[src/rtl/core/lpd_pkg.sv]
// ----------------------------------------------------------------------------
// Length-prefixed deframer package
// Shared constants, codes and types of the deframer core.
// ----------------------------------------------------------------------------
package lpd_pkg;

    localparam int LENGTH_FIELD_BYTES = 4;
    localparam int TYPE_FIELD_BYTES   = 4;
    localparam int HEADER_BYTES       = LENGTH_FIELD_BYTES + TYPE_FIELD_BYTES;

    localparam int WORD_W      = 32;
    localparam int CFG_INDEX_W = 8;

    // Input function codes
    localparam logic FUNC_START = 1'b0;
    localparam logic FUNC_BYTE  = 1'b1;

    // Result status codes
    localparam logic [1:0] STATUS_OK         = 2'd0;
    localparam logic [1:0] STATUS_BAD_LENGTH = 2'd1;
    localparam logic [1:0] STATUS_BAD_TYPE   = 2'd2;

    // Configuration register indexes
    localparam logic [CFG_INDEX_W-1:0] CFG_MAX_FRAME_LENGTH      = 8'd0;
    localparam logic [CFG_INDEX_W-1:0] CFG_EXPECTED_MESSAGE_TYPE = 8'd1;

    localparam logic [WORD_W-1:0] MAX_FRAME_LENGTH_RESET      = 32'd1048576;
    localparam logic [WORD_W-1:0] EXPECTED_MESSAGE_TYPE_RESET = 32'd6;

    typedef struct packed {
        logic length_bad;
        logic type_bad;
    } hdr_check_t;

endpackage

[src/rtl/core/lpd_if.sv]
// ----------------------------------------------------------------------------
// Length-prefixed deframer channels
// Stream input, result output and configuration write channels.
// ----------------------------------------------------------------------------
interface lpd_stream_if;
    logic       valid;
    logic       ready;
    logic       func;
    logic [7:0] data_byte;

    modport source (output valid, output func, output data_byte, input ready);
    modport sink   (input valid, input func, input data_byte, output ready);
endinterface

interface lpd_result_if;
    logic                       valid;
    logic                       ready;
    logic                       accepted;
    logic                       payload_valid;
    logic [7:0]                 payload_byte;
    logic                       last_payload;
    logic                       frame_done;
    logic [1:0]                 status;
    logic [lpd_pkg::WORD_W-1:0] payload_count;

    modport source (output valid, output accepted, output payload_valid,
                    output payload_byte, output last_payload, output frame_done,
                    output status, output payload_count, input ready);
    modport sink   (input valid, input accepted, input payload_valid,
                    input payload_byte, input last_payload, input frame_done,
                    input status, input payload_count, output ready);
endinterface

interface lpd_cfg_if;
    logic                            valid;
    logic                            ready;
    logic [lpd_pkg::CFG_INDEX_W-1:0] index;
    logic [lpd_pkg::WORD_W-1:0]      data;

    modport source (output valid, output index, output data, input ready);
    modport sink   (input valid, input index, input data, output ready);
endinterface

[src/rtl/core/lpd_hdr_check.sv]
// ----------------------------------------------------------------------------
// Header check
// Compares the header length and message type against the configuration.
// ----------------------------------------------------------------------------
module lpd_hdr_check (
    input  logic [lpd_pkg::WORD_W-1:0] hdr_len,
    input  logic [lpd_pkg::WORD_W-1:0] hdr_msg_type,
    input  logic [lpd_pkg::WORD_W-1:0] len_limit,
    input  logic [lpd_pkg::WORD_W-1:0] want_type,
    output lpd_pkg::hdr_check_t        check
);

    localparam logic [lpd_pkg::WORD_W-1:0] MIN_LENGTH =
        lpd_pkg::WORD_W'(lpd_pkg::TYPE_FIELD_BYTES);

    always_comb
    begin
        check.length_bad = (hdr_len < MIN_LENGTH) || (hdr_len > len_limit);
        check.type_bad   = (hdr_msg_type != want_type);
    end

endmodule

[src/rtl/core/length_prefixed_deframer_core.sv]
// ----------------------------------------------------------------------------
// Length-prefixed deframer core
// Result: registered; a result appears in the cycle after its word is accepted.
// Throughput: one word per cycle while no result is held waiting downstream;
// the state update and the header check are combinational between the state registers and the result register.
// Reset: asynchronous, clears the frame state and loads the register resets;
// the block is ready as soon as reset is released, with no clearing pass.
// ----------------------------------------------------------------------------
module length_prefixed_deframer_core (
    input  logic         clk,
    input  logic         rst_n,
    lpd_stream_if.sink   stream,
    lpd_result_if.source result,
    lpd_cfg_if.sink      cfg
);

    localparam int W  = lpd_pkg::WORD_W;
    localparam int LW = 8 * lpd_pkg::LENGTH_FIELD_BYTES;
    localparam int HW = 8 * lpd_pkg::HEADER_BYTES;

    localparam logic [1:0] PH_IDLE    = 2'd0;
    localparam logic [1:0] PH_HEADER  = 2'd1;
    localparam logic [1:0] PH_PAYLOAD = 2'd2;
    localparam logic [1:0] PH_ERROR   = 2'd3;

    localparam logic [3:0]   LAST_HDR_POS = 4'(lpd_pkg::HEADER_BYTES - 1);
    localparam logic [W-1:0] MIN_LENGTH   = W'(lpd_pkg::TYPE_FIELD_BYTES);

    logic [W-1:0]  max_len_reg;
    logic [W-1:0]  exp_type_reg;

    logic [1:0]    phase_reg, phase_next;
    logic [3:0]    hdr_count_reg, hdr_count_next;
    logic [HW-1:0] hdr_reg, hdr_next;
    logic [W-1:0]  remaining_reg, remaining_next;
    logic [W-1:0]  delivered_reg, delivered_next;

    logic          out_valid_reg;
    logic          accepted_reg, accepted_next;
    logic          pvalid_reg, pvalid_next;
    logic [7:0]    pbyte_reg, pbyte_next;
    logic          last_reg, last_next;
    logic          done_reg, done_next;
    logic [1:0]    status_reg, status_next;
    logic [W-1:0]  count_reg, count_next;

    logic          accept_in;
    logic          hdr_final;
    logic [W-1:0]  hdr_type;
    lpd_pkg::hdr_check_t chk;

    assign accept_in    = stream.valid && stream.ready;
    assign stream.ready = !out_valid_reg || result.ready;
    assign cfg.ready    = 1'b1;

    // On the last header byte the type is completed by the incoming byte.
    assign hdr_final = (hdr_count_reg == LAST_HDR_POS);
    assign hdr_type  = hdr_final ? {stream.data_byte, hdr_reg[HW-9:LW]} : hdr_reg[HW-1:LW];

    lpd_hdr_check u_hdr_check (
        .hdr_len      (hdr_reg[LW-1:0]),
        .hdr_msg_type (hdr_type),
        .len_limit    (max_len_reg),
        .want_type    (exp_type_reg),
        .check        (chk)
    );

    always_ff @(posedge clk or negedge rst_n)
    begin
        if (!rst_n)
        begin
            max_len_reg  <= lpd_pkg::MAX_FRAME_LENGTH_RESET;
            exp_type_reg <= lpd_pkg::EXPECTED_MESSAGE_TYPE_RESET;
        end
        else if (cfg.valid && cfg.ready)
        begin
            unique case (cfg.index)
                lpd_pkg::CFG_MAX_FRAME_LENGTH:      max_len_reg  <= cfg.data;
                lpd_pkg::CFG_EXPECTED_MESSAGE_TYPE: exp_type_reg <= cfg.data;
                default: ;
            endcase
        end
    end

    always_comb
    begin
        phase_next     = phase_reg;
        hdr_count_next = hdr_count_reg;
        hdr_next       = hdr_reg;
        remaining_next = remaining_reg;
        delivered_next = delivered_reg;

        accepted_next = 1'b0;
        pvalid_next   = 1'b0;
        pbyte_next    = 8'd0;
        last_next     = 1'b0;
        done_next     = 1'b0;
        status_next   = lpd_pkg::STATUS_OK;

        if (stream.func == lpd_pkg::FUNC_START)
        begin
            phase_next     = PH_HEADER;
            hdr_count_next = 4'd0;
            hdr_next       = '0;
            remaining_next = '0;
            delivered_next = '0;
        end
        else
        begin
            unique case (phase_reg)
                PH_HEADER:
                begin
                    hdr_next[{hdr_count_reg[2:0], 3'b000} +: 8] =
                        hdr_reg[{hdr_count_reg[2:0], 3'b000} +: 8] | stream.data_byte;
                    hdr_count_next = hdr_count_reg + 4'd1;
                    accepted_next  = 1'b1;
                    if (hdr_final)
                    begin
                        if (chk.length_bad)
                        begin
                            phase_next    = PH_ERROR;
                            accepted_next = 1'b0;
                            status_next   = lpd_pkg::STATUS_BAD_LENGTH;
                        end
                        else if (chk.type_bad)
                        begin
                            phase_next    = PH_ERROR;
                            accepted_next = 1'b0;
                            status_next   = lpd_pkg::STATUS_BAD_TYPE;
                        end
                        else
                        begin
                            remaining_next = hdr_reg[LW-1:0] - MIN_LENGTH;
                            if (hdr_reg[LW-1:0] == MIN_LENGTH)
                            begin
                                phase_next = PH_IDLE;
                                done_next  = 1'b1;
                            end
                            else
                            begin
                                phase_next = PH_PAYLOAD;
                            end
                        end
                    end
                end
                PH_PAYLOAD:
                begin
                    accepted_next  = 1'b1;
                    pvalid_next    = 1'b1;
                    pbyte_next     = stream.data_byte;
                    delivered_next = delivered_reg + W'(1);
                    if (remaining_reg != '0)
                    begin
                        remaining_next = remaining_reg - W'(1);
                    end
                    if (remaining_reg <= W'(1))
                    begin
                        last_next  = 1'b1;
                        done_next  = 1'b1;
                        phase_next = PH_IDLE;
                    end
                end
                PH_ERROR:
                begin
                    status_next = chk.length_bad ? lpd_pkg::STATUS_BAD_LENGTH
                                                 : lpd_pkg::STATUS_BAD_TYPE;
                end
                PH_IDLE: ;
                default: ;
            endcase
        end

        count_next = delivered_next;
    end

    always_ff @(posedge clk or negedge rst_n)
    begin
        if (!rst_n)
        begin
            phase_reg     <= PH_IDLE;
            hdr_count_reg <= 4'd0;
            hdr_reg       <= '0;
            remaining_reg <= '0;
            delivered_reg <= '0;
        end
        else if (accept_in)
        begin
            phase_reg     <= phase_next;
            hdr_count_reg <= hdr_count_next;
            hdr_reg       <= hdr_next;
            remaining_reg <= remaining_next;
            delivered_reg <= delivered_next;
        end
    end

    always_ff @(posedge clk or negedge rst_n)
    begin
        if (!rst_n)
        begin
            out_valid_reg <= 1'b0;
        end
        else if (accept_in)
        begin
            out_valid_reg <= 1'b1;
        end
        else if (result.ready)
        begin
            out_valid_reg <= 1'b0;
        end
    end

    // Result payload holds while a word waits downstream.
    always_ff @(posedge clk)
    begin
        if (accept_in)
        begin
            accepted_reg <= accepted_next;
            pvalid_reg   <= pvalid_next;
            pbyte_reg    <= pbyte_next;
            last_reg     <= last_next;
            done_reg     <= done_next;
            status_reg   <= status_next;
            count_reg    <= count_next;
        end
    end

    assign result.valid         = out_valid_reg;
    assign result.accepted      = accepted_reg;
    assign result.payload_valid = pvalid_reg;
    assign result.payload_byte  = pbyte_reg;
    assign result.last_payload  = last_reg;
    assign result.frame_done    = done_reg;
    assign result.status        = status_reg;
    assign result.payload_count = count_reg;

    // A payload phase always has at least one byte still to come.
    a_payload_nonempty: assert property (@(posedge clk) disable iff (!rst_n)
        phase_reg == PH_PAYLOAD |-> remaining_reg != '0)
        else $error("payload phase with nothing remaining");

    // An error status never comes with a consumed word.
    a_error_not_accepted: assert property (@(posedge clk) disable iff (!rst_n)
        out_valid_reg && status_reg != lpd_pkg::STATUS_OK |-> !accepted_reg && !pvalid_reg)
        else $error("error status on an accepted word");

    // The header counter never runs past a full header while collecting.
    a_hdr_count_range: assert property (@(posedge clk) disable iff (!rst_n)
        phase_reg == PH_HEADER |-> hdr_count_reg <= LAST_HDR_POS)
        else $error("header count out of range");

    // A payload word increments the frame's count.
    a_count_step: assert property (@(posedge clk) disable iff (!rst_n)
        accept_in && stream.func == lpd_pkg::FUNC_BYTE && phase_reg == PH_PAYLOAD
        |=> delivered_reg == $past(delivered_reg) + W'(1))
        else $error("payload count did not advance");

endmodule
[src/flat_wrapper.sv]
// flat-port wrapper written by rule: the top's interface ports become plain ports
module length_prefixed_deframer_core_flat 
  (clk, rst_n, stream_valid, stream_func, stream_data_byte, stream_ready, result_valid, result_accepted, result_payload_valid, result_payload_byte, result_last_payload, result_frame_done, result_status, result_payload_count, result_ready, cfg_valid, cfg_index, cfg_data, cfg_ready);
  lpd_stream_if stream_i ();
  lpd_result_if result_i ();
  lpd_cfg_if cfg_i ();
  input  logic clk;
  input  logic rst_n;
  input wire logic [$bits(stream_i.valid)-1:0] stream_valid;
  input wire logic [$bits(stream_i.func)-1:0] stream_func;
  input wire logic [$bits(stream_i.data_byte)-1:0] stream_data_byte;
  output wire logic [$bits(stream_i.ready)-1:0] stream_ready;
  output wire logic [$bits(result_i.valid)-1:0] result_valid;
  output wire logic [$bits(result_i.accepted)-1:0] result_accepted;
  output wire logic [$bits(result_i.payload_valid)-1:0] result_payload_valid;
  output wire logic [$bits(result_i.payload_byte)-1:0] result_payload_byte;
  output wire logic [$bits(result_i.last_payload)-1:0] result_last_payload;
  output wire logic [$bits(result_i.frame_done)-1:0] result_frame_done;
  output wire logic [$bits(result_i.status)-1:0] result_status;
  output wire logic [$bits(result_i.payload_count)-1:0] result_payload_count;
  input wire logic [$bits(result_i.ready)-1:0] result_ready;
  input wire logic [$bits(cfg_i.valid)-1:0] cfg_valid;
  input wire logic [$bits(cfg_i.index)-1:0] cfg_index;
  input wire logic [$bits(cfg_i.data)-1:0] cfg_data;
  output wire logic [$bits(cfg_i.ready)-1:0] cfg_ready;
  assign stream_i.valid = stream_valid;
  assign stream_i.func = stream_func;
  assign stream_i.data_byte = stream_data_byte;
  assign stream_ready = stream_i.ready;
  assign result_valid = result_i.valid;
  assign result_accepted = result_i.accepted;
  assign result_payload_valid = result_i.payload_valid;
  assign result_payload_byte = result_i.payload_byte;
  assign result_last_payload = result_i.last_payload;
  assign result_frame_done = result_i.frame_done;
  assign result_status = result_i.status;
  assign result_payload_count = result_i.payload_count;
  assign result_i.ready = result_ready;
  assign cfg_i.valid = cfg_valid;
  assign cfg_i.index = cfg_index;
  assign cfg_i.data = cfg_data;
  assign cfg_ready = cfg_i.ready;
  length_prefixed_deframer_core u_core (.clk(clk), .rst_n(rst_n), .stream(stream_i), .result(result_i), .cfg(cfg_i));
endmodule
[config.mk]
export PLATFORM = sky130hd
export DESIGN_NAME = length_prefixed_deframer_core_flat
export DESIGN_NICKNAME = d
export VERILOG_FILES = /design/src/rtl/core/lpd_pkg.sv /design/src/rtl/core/lpd_if.sv /design/src/rtl/core/lpd_hdr_check.sv /design/src/rtl/core/length_prefixed_deframer_core.sv /design/src/flat_wrapper.sv
export SDC_FILE = /design/constraint.sdc
export NUM_CORES = 1
export LEC_CHECK = 0
export BUFFER_PORTS_ARGS = -buffer_cell sky130_fd_sc_hd__buf_2
export CORE_MARGIN = 2
export CORE_UTILIZATION = 35
export CTS_BUF_LIST = sky130_fd_sc_hd__clkbuf_16
export CTS_CLUSTER_SIZE = 12
export DETAILED_ROUTE_END_ITERATION = 8
export MAX_ROUTING_LAYER = met4
export PLACE_DENSITY = 0.57
export SLEW_MARGIN = 40
export SYNTH_ARGS = -nofsm -noshare
export SYNTH_HDL_FRONTEND = slang
export SYNTH_SLANG_ARGS = --single-unit
[constraint.sdc]
create_clock -name clk -period 3.5 [get_ports clk]
set_input_delay 0.525 -clock clk [delete_from_list [all_inputs] [get_ports clk]]
set_output_delay 0.525 -clock clk [all_outputs]
set_load 0.05 [all_outputs]
==> results of run 1 <==
==> power by group through the flow <==
stage | registers, mW | clock network [mW] | logic [mW]
floorplan | 3.59 | 0 | 1.73
finish | 3.53 | 3.12 | 2.70
CTS | 3.52 | 3.18 | 2.69
global route | 3.58 | 3.31 | 2.97
detailed placement | 3.57 | 0 | 2.68
global placement | 3.56 | 0 | 2.65
==> logic make-up (layout without fill, tap and decap cells) <==
family                   after synthesis  count (layout)  synth area share, %
XOR/XNOR                              95              95                 6.32
AO/OA/AOI/OAI                        283             283                 12.6
buffers and inverters                116             266                 3.51
flip-flops                           245             245                 48.3
adder cells (fa/ha/maj)               43              43                 4.09
AND/OR/NAND/NOR                      467             467                 16.9
other                                  1               1               0.0285
multiplexers                          81              81                 8.20
==> final timing paths <==
kind                                                   endpoint                                start  slack [ns]
max                        u_core.remaining_reg[17]$_DFFE_PN0P_       u_core.hdr_reg[11]$_DFFE_PN0P_        0.17
min                          u_core.max_len_reg[29]$_DFFE_PN0P_                         cfg_data[29]        0.17
max reg2reg                u_core.remaining_reg[17]$_DFFE_PN0P_       u_core.hdr_reg[11]$_DFFE_PN0P_        0.17
min reg2reg                 u_core.delivered_reg[8]$_DFFE_PN0P_  u_core.delivered_reg[8]$_DFFE_PN0P_        0.51
max in group asynchronous    u_core.max_len_reg[20]$_DFFE_PN1P_                                rst_n        2.12
min in group asynchronous   u_core.remaining_reg[6]$_DFFE_PN0P_                                rst_n        0.55
==> critical path, stage by stage, from the launching register on <==
cell and delay [ns]:
dfrtp_1 0.49, ha_1 0.37, nand4_1 0.15, nor4_1 0.53, a22oi_1 0.23, nor4_1 0.33
buf_4 0.18, a21boi_2 0.08, nor2b_4 0.44, mux2_2 0.40
==> Yosys cell counts, types with 16 or more instances <==
master    instances
dfrtp_1         196
nand2_1         193
o21ai_0         166
nor2_1           91
inv_1            58
xor2_1           56
mux2_2           47
edfxtp_1         46
clkbuf_1         45
ha_1             43
xnor2_1          39
a21oi_1          37
nand3_1          30
nand4_1          27
nor3_1           26
nor4_1           23
and3_1           19
mux2i_1          16
mux4_2           16
o31ai_1          16
==> final cells by class <==
type	count	area, µm²	area share, %
clock inverter	25	249	1.61
multi-input combinational	970	6360	41.0
sequential	245	6360	41.1
tap	511	639	4.13
timing repair buffer	152	937	6.05
clock buffer	29	726	4.68
inverter	60	225	1.45
==> routing by layer <==
layer  wire, µm  global-route usage, %  up-vias  share of wire (%)
li1           -                      -     4999                  -
met1      16900                   26.5     5113                 45
met5          0                      -        -                  0
met4       1370                   6.71        0                3.6
met2      17500                   31.5      305                 46
met3       2210                   3.42       75                5.8
==> per-stage QoR <==
| stage | instance area (µm²) | utilization, % | total power, mW |
|---|---|---|---|
| 3_3_place_gp | 14500 | 38.8 | 6.21 |
| 3_5_place_dp | 14500 | 38.8 | 6.25 |
| 2_1_floorplan | 13200 | - | 5.32 |
| 6_report | 15500 | 41.4 | 9.35 |
| 5_1_grt | 15500 | 41.4 | 9.86 |
| 4_1_cts | 15500 | 41.4 | 9.40 |
==> metrics.txt, run 1 <==
Clock transition at path regs=0.07 ns; Critical Path AT=3.78 ns; placer congestion estimate=0.902; Clock Latency Late Sink=0.58 ns; period utilization=95.2%; VDD IR max=0.355 mV; Power Dens Cells=603 nW/µm²; # hold bufs at CTS=1; routed length per instance=19.0 µm; internal power=6.13 mW; row cnt=71; die span in x=198 µm; Yosys cell types=73; commonest non-fill, non-tap cell in the layout=dfrtp_1; Inserted Diodes=0; hold_ws=0.172 ns; crit path max fanout=14; H-tree depth=1; Sw Ratio=34.4%; post-synth top area cell=dfrtp_1; Die Y=198 µm; crit path kind=reg -> reg; Slew Limit Headroom=45.5%; io pins=103; Synth top area share=37.2%; layout net count=1,555; vias after detailed routing=10,500; final slew viol count=0; Synth Register Bits=245; layout cells sized above 1=18.8%; WHS Path Cells=3; ys flop type=dfrtp_1; Core Area=37,400 µm²; Worst Path Required=3.95 ns; post-route minimum period=3.33 ns; post-synthesis average cell area=9.89 µm²; Initial Util=35.2%; Max Cap Viol=0; sequential fraction of the synthesis area=48.3%; final wirelength=37,900 µm; Hold Crit Class=in -> reg; CTS buffer count=29; vias in the first global route=10,200; RSZ-0062 raised after global routing=no; Final WS setup=0.169 ns; post-placement cell count=1,937; Synth Cell Area=13,200 µm²; Final TNS setup=0 ns; commonest non-fill, non-tap cells in the layout=196 x dfrtp_1, 193 x nand2_1, 166 x o21ai_0; logic gate share of total power=28.9%; worst slack, placed=0.225 ns; clock root cell=clkbuf_16; flip-flop count of the largest register after layout=64; Post-Layout Cell Count=1,992; CTS tree=done; synth-to-layout area growth=17.7%; post-DP HPWL=27,600 µm; Leak Pwr=6.93 nW; post_cts resized=0; Hold Vio Cnt, Final=0; DR pass1 iterations=5; post-CTS setup buffers=0; clock buffer depth=3; Syn. warnings=0; worst-margin pin slew=0.814 ns; fmax=300 MHz; Async SR Flop Fraction=81.2%; gr usage total=20.1%; Final Skew=0.0276 ns; synthesized instance count=1,331; sw power=3.21 mW; final setup vio count=0; initial antenna violation count=0; clock share of power=33.4%; die area=39,200 µm²; Num Clock Sinks=245; sequential power share=37.7%; maximum number of pins on one net before global-route repair=70; number of synthesized flops with an enable pin=46; synth top area cells=dfrtp_1 37%, edfxtp_1 10%, o21ai_0 6.3%; fillcell total=3,636; Final ANT Viol Nets=0; outcome=finished clean; Worst Setup End Kind=flip-flop; gr ovfl total=0; Startpoint Class=flip-flop; DR iter-0 viols=683; global-route wire length before repair=59,300 µm; Vias/cell=5.27; Reg2Reg Depth=9; Syn Nets=1,428; Buffers on Ports=101; DRC viols=0
(Power assumes the default switching activity.)
==> run 2: changes to the inputs <==
==> constraint.sdc (replaced) <==
create_clock -name clk -period 3.5 [get_ports clk]
set_input_delay 0.7 -clock clk [delete_from_list [all_inputs] [get_ports clk]]
set_output_delay 0.7 -clock clk [all_outputs]
set_load 0.05 [all_outputs]
==> metrics.txt, run 2 (same netlist as run 1, synthesis figures left out) <==
Final TNS setup=0 ns (unchanged); hold_ws=0.361 ns (was 0.172 ns); Worst Path Buf+Inv=1 (unchanged); commonest non-fill, non-tap cell in the layout=dfrtp_1 (unchanged); die span in x=198 µm (unchanged); commonest non-fill, non-tap cells in the layout=196 x dfrtp_1, 193 x nand2_1, 166 x o21ai_0 (unchanged); layout net count=1,551 (was 1,555); Clock Latency Late Sink=0.56 ns (was 0.58 ns); final wirelength=37,300 µm (was 37,900 µm); Worst Path Required=3.93 ns (was 3.95 ns); routed length per instance=18.7 µm (was 19.0 µm); final setup vio count=0 (unchanged); DR pass1 iterations=5 (unchanged); clock share of power=31.7% (was 33.4%); vias after detailed routing=10,500 (about the same); clock buffer depth=3 (unchanged); Power Dens Cells=589 nW/µm² (was 603 nW/µm²); crit path max fanout=15 (was 14); placer congestion estimate=0.871 (was 0.902); row cnt=71 (unchanged); fmax=307 MHz (was 300 MHz); H-tree depth=1 (unchanged); Hold Crit Class=in -> reg (unchanged); Clock transition at path regs=0.06 ns (was 0.07 ns); Buffers on Ports=101 (unchanged); global-route wire length before repair=58,800 µm (was 59,300 µm); gr ovfl total=0 (unchanged); Sw Ratio=34.3% (was 34.4%); post-place instance area=14,500 µm² (about the same); vias in the first global route=10,300 (was 10,200); Die Y=198 µm (unchanged); Hold Vio Cnt, Final=0 (unchanged); internal power=5.96 mW (was 6.13 mW); Vias/cell=5.27 (about the same); DRC viols=0 (unchanged); outcome=finished clean (unchanged); layout cells sized above 1=18.0% (was 18.8%); crit path kind=reg -> reg (unchanged); CTS buffer count=28 (was 29); top routing layer in use=met4 (unchanged); period utilization=93.1% (was 95.2%); flip-flop count of the largest register after layout=64 (unchanged); io pins=103 (unchanged); Worst Setup End Kind=flip-flop (unchanged); final slew viol count=0 (unchanged); CP max-delay cell=nor4_1 (unchanged); Initial Util=35.2% (unchanged); Startpoint Class=flip-flop (unchanged); Final WS setup=0.243 ns (was 0.169 ns); worst-margin pin slew=0.811 ns (was 0.814 ns); VDD IR max=0.340 mV (was 0.355 mV); Post-Layout Cell Count=1,987 (was 1,992); synth-to-layout area growth=17.1% (was 17.7%); Final Skew=0.0170 ns (was 0.0276 ns); Max Cap Viol=0 (unchanged); clock root cell=clkbuf_16 (unchanged); Final Instance Area=15,400 µm² (was 15,500 µm²); Core Area=37,400 µm² (unchanged); RSZ-0062 raised after global routing=no (unchanged); post-placement cell count=1,933 (was 1,937); Crit path largest cell delay=0.51 ns (was 0.53 ns); maximum number of pins on one net before global-route repair=91 (was 70); Leak Pwr=6.89 nW (was 6.93 nW); Critical Path AT=3.69 ns (was 3.78 ns); die area=39,200 µm² (unchanged); post-DP HPWL=26,900 µm (was 27,600 µm); Final ANT Viol Nets=0 (unchanged); metal2 WL=17,100 µm (was 17,500 µm); Slew Limit Headroom=45.9% (was 45.5%); WL met3=1900 µm (was 2210 µm); routed length on met1=16,800 µm (was 16,900 µm); sw power=3.12 mW (was 3.21 mW); initial antenna violation count=0 (unchanged); gr usage total=19.9% (was 20.1%); CTS tree=done (unchanged); post-route minimum period=3.26 ns (was 3.33 ns); cells along the critical path=ha_1 -> nand4_1 -> nor4_1 -> a22oi_1 -> nor4_1 -> buf_4 -> a21boi_2 -> nand2b_1 -> a211o_1 (was ha_1 -> nand4_1 -> nor4_1 -> a22oi_1 -> nor4_1 -> buf_4 -> a21boi_2 -> nor2b_4 -> mux2_2); logic gate share of total power=29.2% (was 28.9%); worst slack, placed=0.287 ns (was 0.225 ns); CP most frequent cell=nor4_1 (unchanged); Inserted Diodes=0 (unchanged); Num Clock Sinks=245 (unchanged); kind of cell adding the most delay to the critical path=simple AND/OR/NAND/NOR gates (unchanged); DR iter-0 viols=692 (was 683); sequential power share=39.1% (was 37.7%)
## run 2: changes by cell type in the layout (fill, tap and decap cells not counted), sizes merged
cell	before	now
buf	150	148
bufinv	5	3
clkbuf	30	29
clkinv	10	12
clkinvlp	2	0
## run 2: final cells by class
type / instances / area [µm²]
inverter: 60 / 225
fill: 3686 / 22000
clock inverter: 23 / 168
clock buffer: 29 / 726
tap: 511 / 639
timing repair buffer: 149 / 948
multi-input combinational: 970 / 6350
sequential: 245 / 6360
## run 2: worst register-to-register path, delay by kind of cell, from the launching register on
kind,cells,cell delay [ns]
AO/OA/AOI/OAI,3,0.71
adder cells (fa/ha/maj),1,0.37
buffers and inverters,1,0.17
flip-flops,1,0.48
AND/OR/NAND/NOR,4,1.41
## run 2: what timing repair did
item / 4_1_cts / 5_1_grt
endpoints found under the setup margin: 0 / 0
hold endpoints to repair: 0 / 18
gates resized for setup: 0 / 0
hold buffers: 0 / 1
setup buffers: 0 / 0
## run 2: power by group through the flow
stage               clock network [mW]  logic [mW]  registers (mW)
floorplan                            0        1.73            3.59
global placement                     0        2.61            3.58
detailed placement                   0        2.64            3.59
CTS                               2.95        2.65            3.54
global route                      3.06        2.93            3.59
finish                            2.88        2.66            3.55
## run 2: final timing paths
path	from	end	slack, ns	depth (start not counted)
max	u_core.hdr_reg[11]$_DFFE_PN0P_	u_core.remaining_reg[15]$_DFFE_PN0P_	0.24	9
min	cfg_data[31]	u_core.max_len_reg[31]$_DFFE_PN0P_	0.36	3
max reg2reg	u_core.hdr_reg[11]$_DFFE_PN0P_	u_core.remaining_reg[15]$_DFFE_PN0P_	0.24	9
min reg2reg	u_core.delivered_reg[8]$_DFFE_PN0P_	u_core.delivered_reg[8]$_DFFE_PN0P_	0.51	2
max in group asynchronous	rst_n	u_core.exp_type_reg[2]$_DFFE_PN1P_	1.93	4
min in group asynchronous	rst_n	u_core.remaining_reg[6]$_DFFE_PN0P_	0.57	2
## run 2: layer usage
layer | track usage, % | up-vias
li1 | - | 5001
met1 | 26.6 | 5085
met2 | 31.0 | 318
met3 | 2.67 | 73
met4 | 6.96 | 0
met5 | - | -
## run 2: metrics by stage
step / utilization, % / power, mW
floorplan: - / 5.32
global placement: 38.7 / 6.19
detailed placement: 38.7 / 6.23
CTS: 41.1 / 9.13
global route: 41.2 / 9.58
finish: 41.2 / 9.08
